### config.mk
export PLATFORM = sky130hd
export DESIGN_NAME = quaternion_forward_kinematics_chain_unit
export DESIGN_NICKNAME = d
export VERILOG_FILES = /design/src/design/qfk_pkg.sv /design/src/design/quaternion_forward_kinematics_chain_unit.sv
export SDC_FILE = /design/constraint.sdc
export NUM_CORES = 2
export LEC_CHECK = 0
export ABC_AREA = 1
export BUFFER_PORTS_ARGS = -buffer_cell sky130_fd_sc_hd__buf_2
export CAP_MARGIN = 20
export CORE_MARGIN = 8
export CORE_UTILIZATION = 25
export DETAILED_ROUTE_END_ITERATION = 10
export PLACE_DENSITY_LB_ADDON = 0.1
export SLEW_MARGIN = 10
export SYNTH_ARGS = -nofsm -noshare
export SYNTH_HDL_FRONTEND = slang
export SYNTH_SLANG_ARGS = --single-unit
### constraint.sdc
create_clock -name clk -period 17.3 [get_ports clk]
set_clock_uncertainty 0.15 [all_clocks]
set_input_delay 0 -clock clk [delete_from_list [all_inputs] [get_ports clk]]
set_output_delay 0 -clock clk [all_outputs]
set_load 0.02 [all_outputs]
### src/design/qfk_pkg.sv
`timescale 1ns / 1ps
package qfk_pkg;

	// Controller states.
	localparam logic [1:0] ST_IDLE = 2'd0;
	localparam logic [1:0] ST_CORD = 2'd1;
	localparam logic [1:0] ST_MUL  = 2'd2;
	localparam logic [1:0] ST_OUT  = 2'd3;

	localparam int          CORDIC_STEPS = 30;
	localparam logic [4:0]  CORDIC_LAST  = 5'(CORDIC_STEPS - 1);
	localparam logic signed [33:0] CORDIC_GAIN = 34'sd652032874;

	// Shift-add multiplier: operand A is 36 bits, operand B 33 bits.
	localparam int         AW      = 36;
	localparam int         BW      = 33;
	localparam int         PW      = AW + BW;
	localparam int         ACCW    = 42;
	localparam logic [5:0] MUL_FIN = 6'(BW + 1);
	localparam logic [5:0] LAST_UOP = 6'd51;

	typedef logic signed [AW-1:0] w36_t;

	// Operand sources.
	localparam logic [4:0] S_CX = 5'd0, S_SX = 5'd1, S_CY = 5'd2, S_SY = 5'd3;
	localparam logic [4:0] S_CZ = 5'd4, S_SZ = 5'd5;
	localparam logic [4:0] S_CZCY = 5'd6, S_SZSY = 5'd7, S_CZSY = 5'd8, S_SZCY = 5'd9;
	localparam logic [4:0] S_D0 = 5'd10, S_D1 = 5'd11, S_D2 = 5'd12, S_D3 = 5'd13;
	localparam logic [4:0] S_Q0 = 5'd14, S_Q1 = 5'd15, S_Q2 = 5'd16, S_Q3 = 5'd17;
	localparam logic [4:0] S_N1 = 5'd18, S_N2 = 5'd19, S_N3 = 5'd20;
	localparam logic [4:0] S_V0 = 5'd21, S_V1 = 5'd22, S_V2 = 5'd23;
	localparam logic [4:0] S_T0 = 5'd24, S_T1 = 5'd25, S_T2 = 5'd26, S_T3 = 5'd27;

	// Destinations of a finished sum.
	localparam logic [4:0] D_CZCY = 5'd0, D_SZSY = 5'd1, D_CZSY = 5'd2, D_SZCY = 5'd3;
	localparam logic [4:0] D_D0 = 5'd4, D_D1 = 5'd5, D_D2 = 5'd6, D_D3 = 5'd7;
	localparam logic [4:0] D_NQ0 = 5'd8, D_NQ1 = 5'd9, D_NQ2 = 5'd10, D_ROT = 5'd11;
	localparam logic [4:0] D_T0 = 5'd12, D_T1 = 5'd13, D_T2 = 5'd14, D_T3 = 5'd15;
	localparam logic [4:0] D_P0 = 5'd16, D_P1 = 5'd17, D_P2 = 5'd18;

	localparam logic OP_ADD = 1'b0;
	localparam logic OP_SUB = 1'b1;
	localparam logic MID    = 1'b0;
	localparam logic LAST   = 1'b1;

	typedef struct packed {
		logic [4:0] srca;
		logic [4:0] srcb;
		logic       sub;
		logic       last;
		logic [4:0] dst;
	} uop_t;

	function automatic uop_t mk(input logic [4:0] a, input logic [4:0] b, input logic s,
			input logic l, input logic [4:0] d);
		uop_t u;
		u.srca = a;
		u.srcb = b;
		u.sub  = s;
		u.last = l;
		u.dst  = d;
		return u;
	endfunction

	// Product sequence of one joint item.
	function automatic uop_t uop_rom(input logic [5:0] pc);
		uop_t u;
		case (pc)
			6'd0:  u = mk(S_CZ, S_CY, OP_ADD, LAST, D_CZCY);
			6'd1:  u = mk(S_SZ, S_SY, OP_ADD, LAST, D_SZSY);
			6'd2:  u = mk(S_CZ, S_SY, OP_ADD, LAST, D_CZSY);
			6'd3:  u = mk(S_SZ, S_CY, OP_ADD, LAST, D_SZCY);
			6'd4:  u = mk(S_CZCY, S_CX, OP_ADD, MID, D_D0);
			6'd5:  u = mk(S_SZSY, S_SX, OP_ADD, LAST, D_D0);
			6'd6:  u = mk(S_CZCY, S_SX, OP_ADD, MID, D_D1);
			6'd7:  u = mk(S_SZSY, S_CX, OP_SUB, LAST, D_D1);
			6'd8:  u = mk(S_CZSY, S_CX, OP_ADD, MID, D_D2);
			6'd9:  u = mk(S_SZCY, S_SX, OP_ADD, LAST, D_D2);
			6'd10: u = mk(S_SZCY, S_CX, OP_ADD, MID, D_D3);
			6'd11: u = mk(S_CZSY, S_SX, OP_SUB, LAST, D_D3);
			6'd12: u = mk(S_Q0, S_D0, OP_ADD, MID, D_NQ0);
			6'd13: u = mk(S_Q1, S_D1, OP_SUB, MID, D_NQ0);
			6'd14: u = mk(S_Q2, S_D2, OP_SUB, MID, D_NQ0);
			6'd15: u = mk(S_Q3, S_D3, OP_SUB, LAST, D_NQ0);
			6'd16: u = mk(S_Q0, S_D1, OP_ADD, MID, D_NQ1);
			6'd17: u = mk(S_Q1, S_D0, OP_ADD, MID, D_NQ1);
			6'd18: u = mk(S_Q2, S_D3, OP_ADD, MID, D_NQ1);
			6'd19: u = mk(S_Q3, S_D2, OP_SUB, LAST, D_NQ1);
			6'd20: u = mk(S_Q0, S_D2, OP_ADD, MID, D_NQ2);
			6'd21: u = mk(S_Q1, S_D3, OP_SUB, MID, D_NQ2);
			6'd22: u = mk(S_Q2, S_D0, OP_ADD, MID, D_NQ2);
			6'd23: u = mk(S_Q3, S_D1, OP_ADD, LAST, D_NQ2);
			6'd24: u = mk(S_Q0, S_D3, OP_ADD, MID, D_ROT);
			6'd25: u = mk(S_Q1, S_D2, OP_ADD, MID, D_ROT);
			6'd26: u = mk(S_Q2, S_D1, OP_SUB, MID, D_ROT);
			6'd27: u = mk(S_Q3, S_D0, OP_ADD, LAST, D_ROT);
			6'd28: u = mk(S_Q1, S_V0, OP_SUB, MID, D_T0);
			6'd29: u = mk(S_Q2, S_V1, OP_SUB, MID, D_T0);
			6'd30: u = mk(S_Q3, S_V2, OP_SUB, LAST, D_T0);
			6'd31: u = mk(S_Q0, S_V0, OP_ADD, MID, D_T1);
			6'd32: u = mk(S_Q2, S_V2, OP_ADD, MID, D_T1);
			6'd33: u = mk(S_Q3, S_V1, OP_SUB, LAST, D_T1);
			6'd34: u = mk(S_Q0, S_V1, OP_ADD, MID, D_T2);
			6'd35: u = mk(S_Q1, S_V2, OP_SUB, MID, D_T2);
			6'd36: u = mk(S_Q3, S_V0, OP_ADD, LAST, D_T2);
			6'd37: u = mk(S_Q0, S_V2, OP_ADD, MID, D_T3);
			6'd38: u = mk(S_Q1, S_V1, OP_ADD, MID, D_T3);
			6'd39: u = mk(S_Q2, S_V0, OP_SUB, LAST, D_T3);
			6'd40: u = mk(S_T0, S_N1, OP_ADD, MID, D_P0);
			6'd41: u = mk(S_T1, S_Q0, OP_ADD, MID, D_P0);
			6'd42: u = mk(S_T2, S_N3, OP_ADD, MID, D_P0);
			6'd43: u = mk(S_T3, S_N2, OP_SUB, LAST, D_P0);
			6'd44: u = mk(S_T0, S_N2, OP_ADD, MID, D_P1);
			6'd45: u = mk(S_T1, S_N3, OP_SUB, MID, D_P1);
			6'd46: u = mk(S_T2, S_Q0, OP_ADD, MID, D_P1);
			6'd47: u = mk(S_T3, S_N1, OP_ADD, LAST, D_P1);
			6'd48: u = mk(S_T0, S_N3, OP_ADD, MID, D_P2);
			6'd49: u = mk(S_T1, S_N2, OP_ADD, MID, D_P2);
			6'd50: u = mk(S_T2, S_N1, OP_SUB, MID, D_P2);
			6'd51: u = mk(S_T3, S_Q0, OP_ADD, LAST, D_P2);
			default: u = mk(S_CX, S_CX, OP_ADD, MID, D_D0);
		endcase
		return u;
	endfunction

	// Arctangent of 2^-i as a fraction of a turn, 2^32 per turn.
	function automatic logic [31:0] atan_lut(input logic [4:0] i);
		logic [31:0] a;
		case (i)
			5'd0:  a = 32'h20000000; 5'd1:  a = 32'h12E4051E; 5'd2:  a = 32'h09FB385B;
			5'd3:  a = 32'h051111D4; 5'd4:  a = 32'h028B0D43; 5'd5:  a = 32'h0145D7E1;
			5'd6:  a = 32'h00A2F61E; 5'd7:  a = 32'h00517C55; 5'd8:  a = 32'h0028BE53;
			5'd9:  a = 32'h00145F2F; 5'd10: a = 32'h000A2F98; 5'd11: a = 32'h000517CC;
			5'd12: a = 32'h00028BE6; 5'd13: a = 32'h000145F3; 5'd14: a = 32'h0000A2FA;
			5'd15: a = 32'h0000517D; 5'd16: a = 32'h000028BE; 5'd17: a = 32'h0000145F;
			5'd18: a = 32'h00000A30; 5'd19: a = 32'h00000518; 5'd20: a = 32'h0000028C;
			5'd21: a = 32'h00000146; 5'd22: a = 32'h000000A3; 5'd23: a = 32'h00000051;
			5'd24: a = 32'h00000029; 5'd25: a = 32'h00000014; 5'd26: a = 32'h0000000A;
			5'd27: a = 32'h00000005; 5'd28: a = 32'h00000003; 5'd29: a = 32'h00000001;
			default: a = 32'h00000000;
		endcase
		return a;
	endfunction

	function automatic logic signed [31:0] sat32(input logic signed [ACCW-1:0] v);
		logic signed [31:0] r;
		if (v > 42'sd2147483647)
			r = 32'sh7fffffff;
		else if (v < -42'sd2147483648)
			r = 32'sh80000000;
		else
			r = v[31:0];
		return r;
	endfunction

	function automatic w36_t sel_src(input logic [4:0] code, input w36_t cs [6],
			input w36_t pp [4], input w36_t d [4], input logic signed [31:0] rot [4],
			input logic signed [31:0] vec [3], input w36_t t [4]);
		w36_t r;
		case (code)
			S_CX:   r = cs[0];
			S_SX:   r = cs[1];
			S_CY:   r = cs[2];
			S_SY:   r = cs[3];
			S_CZ:   r = cs[4];
			S_SZ:   r = cs[5];
			S_CZCY: r = pp[0];
			S_SZSY: r = pp[1];
			S_CZSY: r = pp[2];
			S_SZCY: r = pp[3];
			S_D0:   r = d[0];
			S_D1:   r = d[1];
			S_D2:   r = d[2];
			S_D3:   r = d[3];
			S_Q0:   r = AW'(rot[0]);
			S_Q1:   r = AW'(rot[1]);
			S_Q2:   r = AW'(rot[2]);
			S_Q3:   r = AW'(rot[3]);
			S_N1:   r = -AW'(rot[1]);
			S_N2:   r = -AW'(rot[2]);
			S_N3:   r = -AW'(rot[3]);
			S_V0:   r = AW'(vec[0]);
			S_V1:   r = AW'(vec[1]);
			S_V2:   r = AW'(vec[2]);
			S_T0:   r = t[0];
			S_T1:   r = t[1];
			S_T2:   r = t[2];
			S_T3:   r = t[3];
			default: r = '0;
		endcase
		return r;
	endfunction

endpackage

### src/design/quaternion_forward_kinematics_chain_unit.sv
`timescale 1ns / 1ps
// Channel   Handshake             Payload
// input     in_valid / in_ready   req_type, vec_x..z, quat_w..z, angle_x..z
// output    out_valid / out_ready node_index, pos_x..z, rot_w..z
//
// A base item presents its result in the cycle right after its transfer. A joint item
// runs three 30-step CORDIC passes (one step per cycle) and then 52 products on one
// shift-add multiplier that retires one multiplier bit per cycle, after which its result
// becomes valid. One item is in flight at a time; in_ready is high only when idle.
// Reset puts the chain at the origin with the identity orientation and node 0.
// A stalled result holds its payload until the output transfer completes.
module quaternion_forward_kinematics_chain_unit
	import qfk_pkg::*;
#(
	parameter int MAX_JOINTS = 32,
	parameter int ANGLE_BITS = 16
) (
	input  logic               clk,
	input  logic               arst_n,
	input  logic               in_valid,
	output logic               in_ready,
	input  logic               req_type,
	input  logic signed [31:0] vec_x,
	input  logic signed [31:0] vec_y,
	input  logic signed [31:0] vec_z,
	input  logic signed [31:0] quat_w,
	input  logic signed [31:0] quat_x,
	input  logic signed [31:0] quat_y,
	input  logic signed [31:0] quat_z,
	input  logic signed [15:0] angle_x,
	input  logic signed [15:0] angle_y,
	input  logic signed [15:0] angle_z,
	output logic               out_valid,
	input  logic               out_ready,
	output logic [5:0]         node_index,
	output logic signed [31:0] pos_x,
	output logic signed [31:0] pos_y,
	output logic signed [31:0] pos_z,
	output logic signed [31:0] rot_w,
	output logic signed [31:0] rot_x,
	output logic signed [31:0] rot_y,
	output logic signed [31:0] rot_z
);

	// The node counter stops at the joint limit, and never above what six bits hold.
	localparam logic [5:0] NODE_CAP = (MAX_JOINTS > 63) ? 6'd63 : 6'(MAX_JOINTS);
	localparam int PHASE_SH = 31 - ANGLE_BITS;

	logic [1:0]         state_q;
	logic [5:0]         cnt_q;
	logic signed [31:0] pos_q [3];
	logic signed [31:0] rot_q [4];
	logic signed [31:0] vec_q [3];
	logic [15:0]        ang_q [3];

	// CORDIC datapath.
	logic signed [33:0] cr_x_q, cr_y_q, cr_z_q;
	logic [4:0]         it_q;
	logic [1:0]         sel_q;

	// Intermediate values of the joint update.
	w36_t cs_q [6];
	w36_t pp_q [4];
	w36_t d_q [4];
	w36_t nq_q [3];
	w36_t t_q [4];

	// Shift-add multiplier and accumulator.
	logic [5:0]           pc_q;
	logic [5:0]           bit_q;
	logic signed [PW-1:0] ma_q;
	logic [BW-1:0]        mb_q;
	logic signed [PW-1:0] prod_q;
	logic signed [ACCW-1:0] acc_q;

	logic                   in_xfer;
	logic                   out_xfer;
	uop_t                   u;
	w36_t                   opa, opb;
	logic signed [PW-1:0]   rsum;
	logic signed [ACCW-1:0] rnd;
	logic signed [ACCW-1:0] acc_n;
	logic [15:0]            ang_sel;
	logic [23:0]            ang_ext;
	logic signed [ANGLE_BITS-1:0] ang_lo;
	logic signed [33:0]     phase;
	logic signed [33:0]     dx, dy, at;
	logic signed [33:0]     xn, yn, zn;

	assign in_ready  = (state_q == ST_IDLE);
	assign out_valid = (state_q == ST_OUT);
	assign in_xfer   = in_valid && in_ready;
	assign out_xfer  = out_valid && out_ready;

	assign node_index = cnt_q;
	assign pos_x = pos_q[0];
	assign pos_y = pos_q[1];
	assign pos_z = pos_q[2];
	assign rot_w = rot_q[0];
	assign rot_x = rot_q[1];
	assign rot_y = rot_q[2];
	assign rot_z = rot_q[3];

	// The half angle: low ANGLE_BITS bits, sign-extended, scaled so 2^32 is a turn.
	always_comb begin
		if (state_q == ST_IDLE) begin
			ang_sel = angle_x;
		end else begin
			case (sel_q)
				2'd0:    ang_sel = ang_q[1];
				default: ang_sel = ang_q[2];
			endcase
		end
		ang_ext = {8'd0, ang_sel};
		ang_lo  = ang_ext[ANGLE_BITS-1:0];
		phase   = 34'(ang_lo) <<< PHASE_SH;
	end

	// One rotation-mode CORDIC step.
	always_comb begin
		dx = cr_y_q >>> it_q;
		dy = cr_x_q >>> it_q;
		at = {2'b00, atan_lut(it_q)};
		if (cr_z_q >= 0) begin
			xn = cr_x_q - dx;
			yn = cr_y_q + dy;
			zn = cr_z_q - at;
		end else begin
			xn = cr_x_q + dx;
			yn = cr_y_q - dy;
			zn = cr_z_q + at;
		end
	end

	// Operand fetch, and the rounded product: floor((a*b + 2^29) / 2^30).
	always_comb begin
		u     = uop_rom(pc_q);
		opa   = sel_src(u.srca, cs_q, pp_q, d_q, rot_q, vec_q, t_q);
		opb   = sel_src(u.srcb, cs_q, pp_q, d_q, rot_q, vec_q, t_q);
		rsum  = prod_q + PW'(64'sd536870912);
		rnd   = ACCW'(rsum >>> 30);
		acc_n = u.sub ? (acc_q - rnd) : (acc_q + rnd);
	end

	always_ff @(posedge clk or negedge arst_n) begin
		if (!arst_n) begin
			state_q <= ST_IDLE;
			cnt_q   <= '0;
			for (int i = 0; i < 3; i++)
				pos_q[i] <= '0;
			rot_q[0] <= 32'sd1073741824;
			for (int i = 1; i < 4; i++)
				rot_q[i] <= '0;
			it_q  <= '0;
			sel_q <= '0;
			pc_q  <= '0;
			bit_q <= '0;
			acc_q <= '0;
		end else begin
			case (state_q)
				ST_IDLE: begin
					if (in_xfer) begin
						if (!req_type) begin
							pos_q[0] <= vec_x;
							pos_q[1] <= vec_y;
							pos_q[2] <= vec_z;
							rot_q[0] <= quat_w;
							rot_q[1] <= quat_x;
							rot_q[2] <= quat_y;
							rot_q[3] <= quat_z;
							cnt_q    <= '0;
							state_q  <= ST_OUT;
						end else begin
							vec_q[0] <= vec_x;
							vec_q[1] <= vec_y;
							vec_q[2] <= vec_z;
							ang_q[0] <= angle_x;
							ang_q[1] <= angle_y;
							ang_q[2] <= angle_z;
							cr_x_q   <= CORDIC_GAIN;
							cr_y_q   <= '0;
							cr_z_q   <= phase;
							it_q     <= '0;
							sel_q    <= '0;
							state_q  <= ST_CORD;
						end
					end
				end
				ST_CORD: begin
					if (it_q == CORDIC_LAST) begin
						cs_q[{sel_q, 1'b0}] <= AW'(xn);
						cs_q[{sel_q, 1'b1}] <= AW'(yn);
						it_q <= '0;
						if (sel_q == 2'd2) begin
							pc_q    <= '0;
							bit_q   <= '0;
							state_q <= ST_MUL;
						end else begin
							sel_q  <= sel_q + 2'd1;
							cr_x_q <= CORDIC_GAIN;
							cr_y_q <= '0;
							cr_z_q <= phase;
						end
					end else begin
						cr_x_q <= xn;
						cr_y_q <= yn;
						cr_z_q <= zn;
						it_q   <= it_q + 5'd1;
					end
				end
				ST_MUL: begin
					if (bit_q == '0) begin
						ma_q   <= PW'(opa);
						mb_q   <= BW'(opb);
						prod_q <= '0;
						bit_q  <= 6'd1;
					end else if (bit_q != MUL_FIN) begin
						// The top multiplier bit carries negative weight.
						if (mb_q[0])
							prod_q <= (bit_q == 6'(BW)) ? (prod_q - ma_q) : (prod_q + ma_q);
						ma_q  <= ma_q <<< 1;
						mb_q  <= mb_q >> 1;
						bit_q <= bit_q + 6'd1;
					end else begin
						bit_q <= '0;
						if (u.last) begin
							acc_q <= '0;
							case (u.dst)
								D_CZCY: pp_q[0] <= AW'(acc_n);
								D_SZSY: pp_q[1] <= AW'(acc_n);
								D_CZSY: pp_q[2] <= AW'(acc_n);
								D_SZCY: pp_q[3] <= AW'(acc_n);
								D_D0:   d_q[0]  <= AW'(acc_n);
								D_D1:   d_q[1]  <= AW'(acc_n);
								D_D2:   d_q[2]  <= AW'(acc_n);
								D_D3:   d_q[3]  <= AW'(acc_n);
								D_NQ0:  nq_q[0] <= AW'(acc_n);
								D_NQ1:  nq_q[1] <= AW'(acc_n);
								D_NQ2:  nq_q[2] <= AW'(acc_n);
								D_ROT: begin
									// All four new components are known: commit them together.
									rot_q[0] <= sat32(ACCW'(nq_q[0]));
									rot_q[1] <= sat32(ACCW'(nq_q[1]));
									rot_q[2] <= sat32(ACCW'(nq_q[2]));
									rot_q[3] <= sat32(acc_n);
								end
								D_T0: t_q[0] <= AW'(acc_n);
								D_T1: t_q[1] <= AW'(acc_n);
								D_T2: t_q[2] <= AW'(acc_n);
								D_T3: t_q[3] <= AW'(acc_n);
								D_P0: pos_q[0] <= sat32(ACCW'(pos_q[0]) + acc_n);
								D_P1: pos_q[1] <= sat32(ACCW'(pos_q[1]) + acc_n);
								D_P2: pos_q[2] <= sat32(ACCW'(pos_q[2]) + acc_n);
								default: ;
							endcase
						end else begin
							acc_q <= acc_n;
						end
						if (pc_q == LAST_UOP) begin
							if (cnt_q < NODE_CAP)
								cnt_q <= cnt_q + 6'd1;
							state_q <= ST_OUT;
						end else begin
							pc_q <= pc_q + 6'd1;
						end
					end
				end
				ST_OUT: begin
					if (out_xfer)
						state_q <= ST_IDLE;
				end
				default: state_q <= ST_IDLE;
			endcase
		end
	end

`ifndef ASSERT_OFF
	a_one_side: assert property (@(posedge clk) disable iff (!arst_n)
		!(in_ready && out_valid))
		else $error("input and output sides open at once");
	a_node_cap: assert property (@(posedge clk) disable iff (!arst_n)
		node_index <= NODE_CAP)
		else $error("node index beyond its cap");
	a_base_fast: assert property (@(posedge clk) disable iff (!arst_n)
		(in_valid && in_ready && !req_type) |=> out_valid)
		else $error("base item result not presented in the next cycle");
	a_back_idle: assert property (@(posedge clk) disable iff (!arst_n)
		(out_valid && out_ready) |=> in_ready)
		else $error("block not idle after output transfer");
	a_acc_clear: assert property (@(posedge clk) disable iff (!arst_n)
		(in_valid && in_ready) |-> (acc_q == '0))
		else $error("accumulator not clear at item start");
`endif

endmodule

* Word-level counts from Yosys, hierarchy flattened
Memories as Yosys holds them, arrays and structs flattened. Cells that the tools add are included.
Storage, ports and cells: register bits 1310, memory bits (writable) 156, ROM bits 2048, logic and storage cells 369, memories 4
Memories:
- (name not given) | words 64, bits a word 17, read ports 1, clocked after Yosys merged registers in 0, wr ports 0, RTL line qfk_pkg.sv:68 | case (pc)
- (name not given) | words 32, bits a word 30, read ports 1, clocked after Yosys merged registers in 0, wr ports 0, RTL line qfk_pkg.sv:129 | case (i)
- nq_q | words 3, bits a word 36, read ports 3, clocked after Yosys merged registers in 0, wr ports 1, RTL line quaternion_forward_kinematics_chain_unit.sv:65 | w36_t nq_q [3];
- ang_q | words 3, bits a word 16, read ports 2, clocked after Yosys merged registers in 0, wr ports 3, RTL line quaternion_forward_kinematics_chain_unit.sv:54 | logic [15:0] ang_q [3];
Operators by class: add/subtract/negate cells 22, order comparisons 20, equality and inequality tests 98, shift-type cells 2, muxes and demuxes 129, bitwise logic cells 4, reduce and logical (&&, ||, !) cells 49
Operator list (count):
- case mux 36 bit (28 select lines) | 1
- case mux 33 bit (28 select lines) | 1
- two-way mux 128 bit | 6
- two-way mux 32 bit | 17
- two-way mux 34 bit | 15
- two-way mux 96 bit | 5
- bitwise mux 216 bit | 2
- two-way mux 69 bit | 5
- case mux 128 bit (2 select lines) | 1
- demux 36 bit (select 3 bit) | 2
- case mux 34 bit (2 select lines) | 3
- case mux 96 bit (2 select lines) | 1
- greater-than comparator 42 x 32 -> 1 bit (second input constant) | 4
- < comparator 42 x 32 -> 1 bit (second input constant) | 4
- two-way mux 36 bit | 4
- equality test 5 bit (second input constant) | 28
- adder 32 x 42 -> 42 bit | 3
- equality test 5 x 4 -> 1 bit (second input constant) | 24
- greater-than comparator 36 x 32 -> 1 bit (second input constant) | 3
- < comparator 36 x 32 -> 1 bit (second input constant) | 3
- negation 32 -> 36 bit | 3
- two-way mux 42 bit | 2
- two-way mux 6 bit | 13
- AND reduction 6 bit | 13
- other kinds (48) | 161

* Depth between registers and ports, before layout
depth after elaboration 12, mapped depth 53, depth with buffers taken out 51

* Worst setup path before layout
Ideal clock, no wire load.
path kind reg-to-reg, start point register state_q[0], end point register prod_q[0] (enable), library setup time 0.432 ns, data arrival time 7.284 ns, slack 9.434 ns, cell stages (with the launch flop) 9, path buffers 1, clock period less this slack 7.866 ns, cells stage by stage dfrtp_1 inv_1 ha_1 buf_2 inv_1 nor2_1 inv_1 nor2_1 o21a_1
On the way: cells in the longest elaborated chain, start to end 2
Ends and longest elaborated chain:
- start: declaration | RTL line quaternion_forward_kinematics_chain_unit.sv:49 | logic [1:0] state_q;
- start signal: assignment | RTL line quaternion_forward_kinematics_chain_unit.sv:147 | state_q <= ST_IDLE;
- start signal: assignment | RTL line quaternion_forward_kinematics_chain_unit.sv:172 | state_q <= ST_OUT;
- start signal: assignment | RTL line quaternion_forward_kinematics_chain_unit.sv:185 | state_q <= ST_CORD;
- equality test 2 bit | RTL line quaternion_forward_kinematics_chain_unit.sv:160 | case (state_q)
- AND reduction 4 bit (no line)
- end signal: assignment | RTL line quaternion_forward_kinematics_chain_unit.sv:220 | prod_q <= (bit_q == 6'(BW)) ? (prod_q - ma_q) : (prod_q + ma_q);
- end: declaration | RTL line quaternion_forward_kinematics_chain_unit.sv:73 | logic signed [PW-1:0] prod_q;
No other way between the ends. A chain may end at the register's enable or synchronous reset.

* Final worst setup path
start point register pc_q[2], end point register pos_q, in the netlist pos_x[21]
On the way: cells in the longest elaborated chain, start to end 11, elaborated cells on any way between the ends 16, classes of those cells add/sub: 1; order compare: 2; eq/ne: 3; mux: 8; reduce/logical: 1; memory: 1
Ends and longest elaborated chain:
- start: declaration | RTL line quaternion_forward_kinematics_chain_unit.sv:69 | logic [5:0] pc_q;
- start signal: assignment | RTL line quaternion_forward_kinematics_chain_unit.sv:264 | pc_q <= pc_q + 6'd1;
- memory (64 x 17 bit) *
- two-way mux 42 bit * | RTL line quaternion_forward_kinematics_chain_unit.sv:142 | acc_n = u.sub ? (acc_q - rnd) : (acc_q + rnd);
- via acc_n[29] | RTL line quaternion_forward_kinematics_chain_unit.sv:82 | logic signed [ACCW-1:0] acc_n;
- adder 32 x 42 -> 42 bit * | RTL line quaternion_forward_kinematics_chain_unit.sv:251 | D_P0: pos_q[0] <= sat32(ACCW'(pos_q[0]) + acc_n);
- < comparator 42 x 32 -> 1 bit | RTL line qfk_pkg.sv:149 | else if (v < -42'sd2147483648)
- two-way mux 32 bit | RTL line qfk_pkg.sv:149
- two-way mux 32 bit * | RTL line qfk_pkg.sv:147 | if (v > 42'sd2147483647)
- two-way mux 32 bit * | RTL line quaternion_forward_kinematics_chain_unit.sv:228 | case (u.dst)
- two-way mux 96 bit * | RTL line quaternion_forward_kinematics_chain_unit.sv:226 | if (u.last) begin
- two-way mux 96 bit * | RTL line quaternion_forward_kinematics_chain_unit.sv:217 | end else if (bit_q != MUL_FIN) begin
- two-way mux 96 bit * | RTL line quaternion_forward_kinematics_chain_unit.sv:212 | if (bit_q == '0) begin
- case mux 96 bit (2 select lines) * | RTL line quaternion_forward_kinematics_chain_unit.sv:160
- end: declaration | RTL line quaternion_forward_kinematics_chain_unit.sv:51 | logic signed [31:0] pos_q [3];
Mark *: on every way through the listed nets, which the timed path passes. The rest lies on a longest branch. The select of a mux whose other input is x is not followed.

==> summary.txt <==
Run status
  • Status: finished, final reports clean

Detailed routing
  • ANT nets after route: 0
  • DR pass1 iterations: 7
  • # DRC: 0
  • Via count: 97120
  • DR WL/cell: 29.52 um
  • DR iter-0 viols: 10760
  • Detailed Route WL: 553700 um
  • Vias per cell: 5.178

Timing
  • Minimum clock period: 10410 ps
  • Worst-Margin Slew: 1328 ps
  • Final Hold Fails: 0
  • Min Hold Slack: 33.68 ps
  • Rel. slew slack: 0.1082
  • RSZ-0062 raised after global routing: false
  • Final critical-path share of the clock period: 0.6015
  • F_max: 96.09 MHz
  • Setup violations, final: 0
  • Final Max Tran Viols: 0
  • TNS Setup: 0 ps
  • Final WS setup: 6893 ps

Global route
  • GR Overflow Total: 0
  • Met2 Resource Use GR: 0.4115
  • Met3 GRT Util: 0.04769
  • Total GRT Usage: 0.2604
  • Global-route wire length before repair: 760000 um
  • GRT busiest layer: met2
  • Pin count of the biggest net entering global routing: 115
  • Vias in the first global route: 94270
  • Initial antenna violation count: 67
  • GRT met1 Usage: 0.3512

Setup path
  • Reg2Reg Depth: 37
  • Flop-to-flop setup slack: 6890 ps
  • Critical Path Sink Type: flop
  • CP max stage delay: 750 ps
  • WP data arrival: 11050 ps
  • Slowest library cell on the worst path: nor4_1
  • Critical Path RT: 17940 ps
  • R2r endpoint: pos_x[21]
  • Worst setup SP type: flop
  • Critical path's most frequent cell: nand2_1
  • Maximum fanout along the worst path: 28
  • Crit path kind: reg2reg
  • Reg2reg start: pc_q[2]

Synth
  • Post-Synth Simple-Gate Area: 0.2394
  • Post-synth EDFFs: 1133
  • Post-Synth XOR/XNOR Area: 0.04150
  • Warnings from Yosys: 0
  • Syn_nets: 13160
  • Share of the synthesized area in the top cell type: 0.3528
  • Asr flop ratio synth: 0.2055
  • Most used DFF post-synth: edfxtp_1
  • Largest area contributor in the netlist: edfxtp_1
  • Post-Synth Adder-Cell Area: 0.05071
  • Mux share of post-synthesis cell area: 0.003114
  • Synth area leaders: edfxtp_1 35%, nand2_1 12%, dfrtp_1 7.6%
  • Compound-Gate Fraction of Synth Area: 0.1583
  • Seq/Total Area, Yosys: 0.4289
  • Syn Inst Count: 12490
  • Mean Syn Cell Area: 7.718 um2
  • Unique cell type count in the Yosys netlist: 72
  • Most frequent cells after synthesis: 3052 x nand2_1, 1508 x inv_1, 1460 x nor2_1
  • Flops & latches, synth: 1426
  • Count leader, synth: nand2_1
  • Largest family of logic cells by synthesized area: simple AND/OR/NAND/NOR gates
  • Post-synthesis cell area: 96430 um2

Flow run
  • Max cap viols: 0

Worst hold path
  • Hold Startpoint: quat_y[24]
  • Hold depth: 6
  • Worst hold path endpoint: rot_y[24]
  • Hold Crit Class: in2reg

CTS
  • Num CTS Buffers: 188
  • Setup bufs post-CTS: 0
  • CTS tree: yes
  • CTS root buf: clkbuf_16
  • Clock Path Buffers: 4
  • H-tree Lvls: 4
  • Clock transition at the registers of the reported paths: 60 ps
  • Clock sink total: 1426
  • Worst-skew pair later-pin latency: 950 ps

Placement
  • Placer congestion estimate: 0.9830
  • Worst slack, placed: 7228 ps
  • HPWL after detailed placement: 415900 um
  • Placed cells: 17860
  • # port buffers: 508

Floorplan
  • Starting density of the core: 0.2506
  • Ports: 509
  • Row Count: 228
  • Die ar.: 405800 um2
  • Die width: 637.1 um
  • Die Height: 637.1 um
  • Core Area: 384800 um2

Pwr
  • Power Dens Cells: 211.7 nW/um2
  • Leakage: 49.92 nW
  • Worst IR drop on VDD: 0.1375 mV

Cells and area
  • Synthesis-to-finish area growth: 21.92%
  • Fraction of layout cells with a size suffix above 1: 0.09080
  • Final #Nets: 14190
  • Finished Layout Cells: 18760
## worst max-delay path by stage
| stage | startpoint | end | slack [ps] | cells after the start |
|---|---|---|---|---|
| floorplan | state_q[0] | prod_q[0] | 9430 | 8 |
| global placement | pc_q[2] | pos_x[19] | 7150 | 37 |
| detailed placement | pc_q[2] | pos_x[6] | 7230 | 37 |
| CTS | pc_q[2] | pos_x[21] | 7190 | 37 |
| global route | pc_q[2] | pos_x[21] | 6350 | 37 |
| finish | pc_q[2] | pos_x[21] | 6890 | 37 |
## cell families after synthesis
group	count (synthesis)
simple gates	5608
buf+inv	1965
flops	1426
compound gates	2623
fa+ha+maj	386
xor+xnor	456
mux	30
## repair_timing
action / CTS / global route
hold buffers: 533 / 0
resized for setup: 0 / 0
endpoints found under the setup margin: 0 / 0
hold endpoints to repair: 637 / 0
## report_power, final
group          leakage, nW  internal [mW]  switching, mW
sequential            13.9           4.87          0.826
combinational         33.0           3.99           11.1
clock                 2.99           2.32           1.76
## cells in the final DEF, fill, tap and decap left out, drive strengths merged, types with 34 or more instances in the layout
| cell | count |
|---|---|
| clkbuf | 248 |
| edfxtp | 1133 |
| nor2 | 1485 |
| a31oi | 98 |
| xor2 | 325 |
| or2 | 34 |
| buf | 722 |
| a21oi | 807 |
| nor4 | 64 |
| clkinv | 77 |
| o2111ai | 41 |
| o221ai | 39 |
| nand4 | 162 |
| nand3 | 497 |
| nand2 | 3101 |
| o22ai | 265 |
| xnor2 | 131 |
| o21bai | 53 |
| dlygate4sd3 | 533 |
| o21a | 50 |
| a221oi | 86 |
| ha | 378 |
| a22oi | 52 |
| o21ai | 904 |
| o211ai | 78 |
| nor3 | 205 |
| inv | 1548 |
| dfrtp | 292 |
## final cells by class
class,instances,area (um2)
fill,41630,267300
multi-input combinational,9103,48330
sequential,1426,41360
timing repair buffer,1257,9519
tap,5060,6331
inverter,1549,5827
clock buffer,246,5065
clock inverter,98,1087
antenna,19,47.55
## layer usage
layer	wire length [um]	part of all wire	vias up
met5	115	0.00021	-
met4	26770	0.048	18
met3	40610	0.073	837
met2	246000	0.44	3954
met1	240200	0.43	47810
li1	-	-	44500
## through the flow
step | util | area, um2 | total power [mW]
global route | 0.3054 | 117500 | 26.39
CTS | 0.3053 | 117500 | 24.96
global placement | 0.2754 | 106000 | 20.86
finish | 0.3055 | 117600 | 24.89
detailed placement | 0.2755 | 106000 | 20.68
floorplan | - | 96430 | 14.07
## sequential cells by signal, indices dropped and copies added (netlist names), 32 cells and up
register  cells
prod_q       69
pos_y        32
pos_z        32
cr_x_q       34
rot_x        32
rot_w        32
pp_q        144
pos_x        32
vec_q        96
cr_y_q       34
acc_q        42
rot_z        32
d_q         132
mb_q         33
cr_z_q       34
ang_q        32
cs_q        204
t_q         144
rot_y        32
ma_q         69
nq_q        108
## worst max-delay path: cells and delay by family, from the launching register on
family,cells,cell delay (ps)
AO/OA/AOI/OAI,6,2090
XOR/XNOR,2,640
adder cells (fa/ha/maj),2,690
buffers and inverters,6,1880
flip-flops,1,720
AND/OR/NAND/NOR,21,4050
No activity file was read; power rests on OpenSTA's default activity.
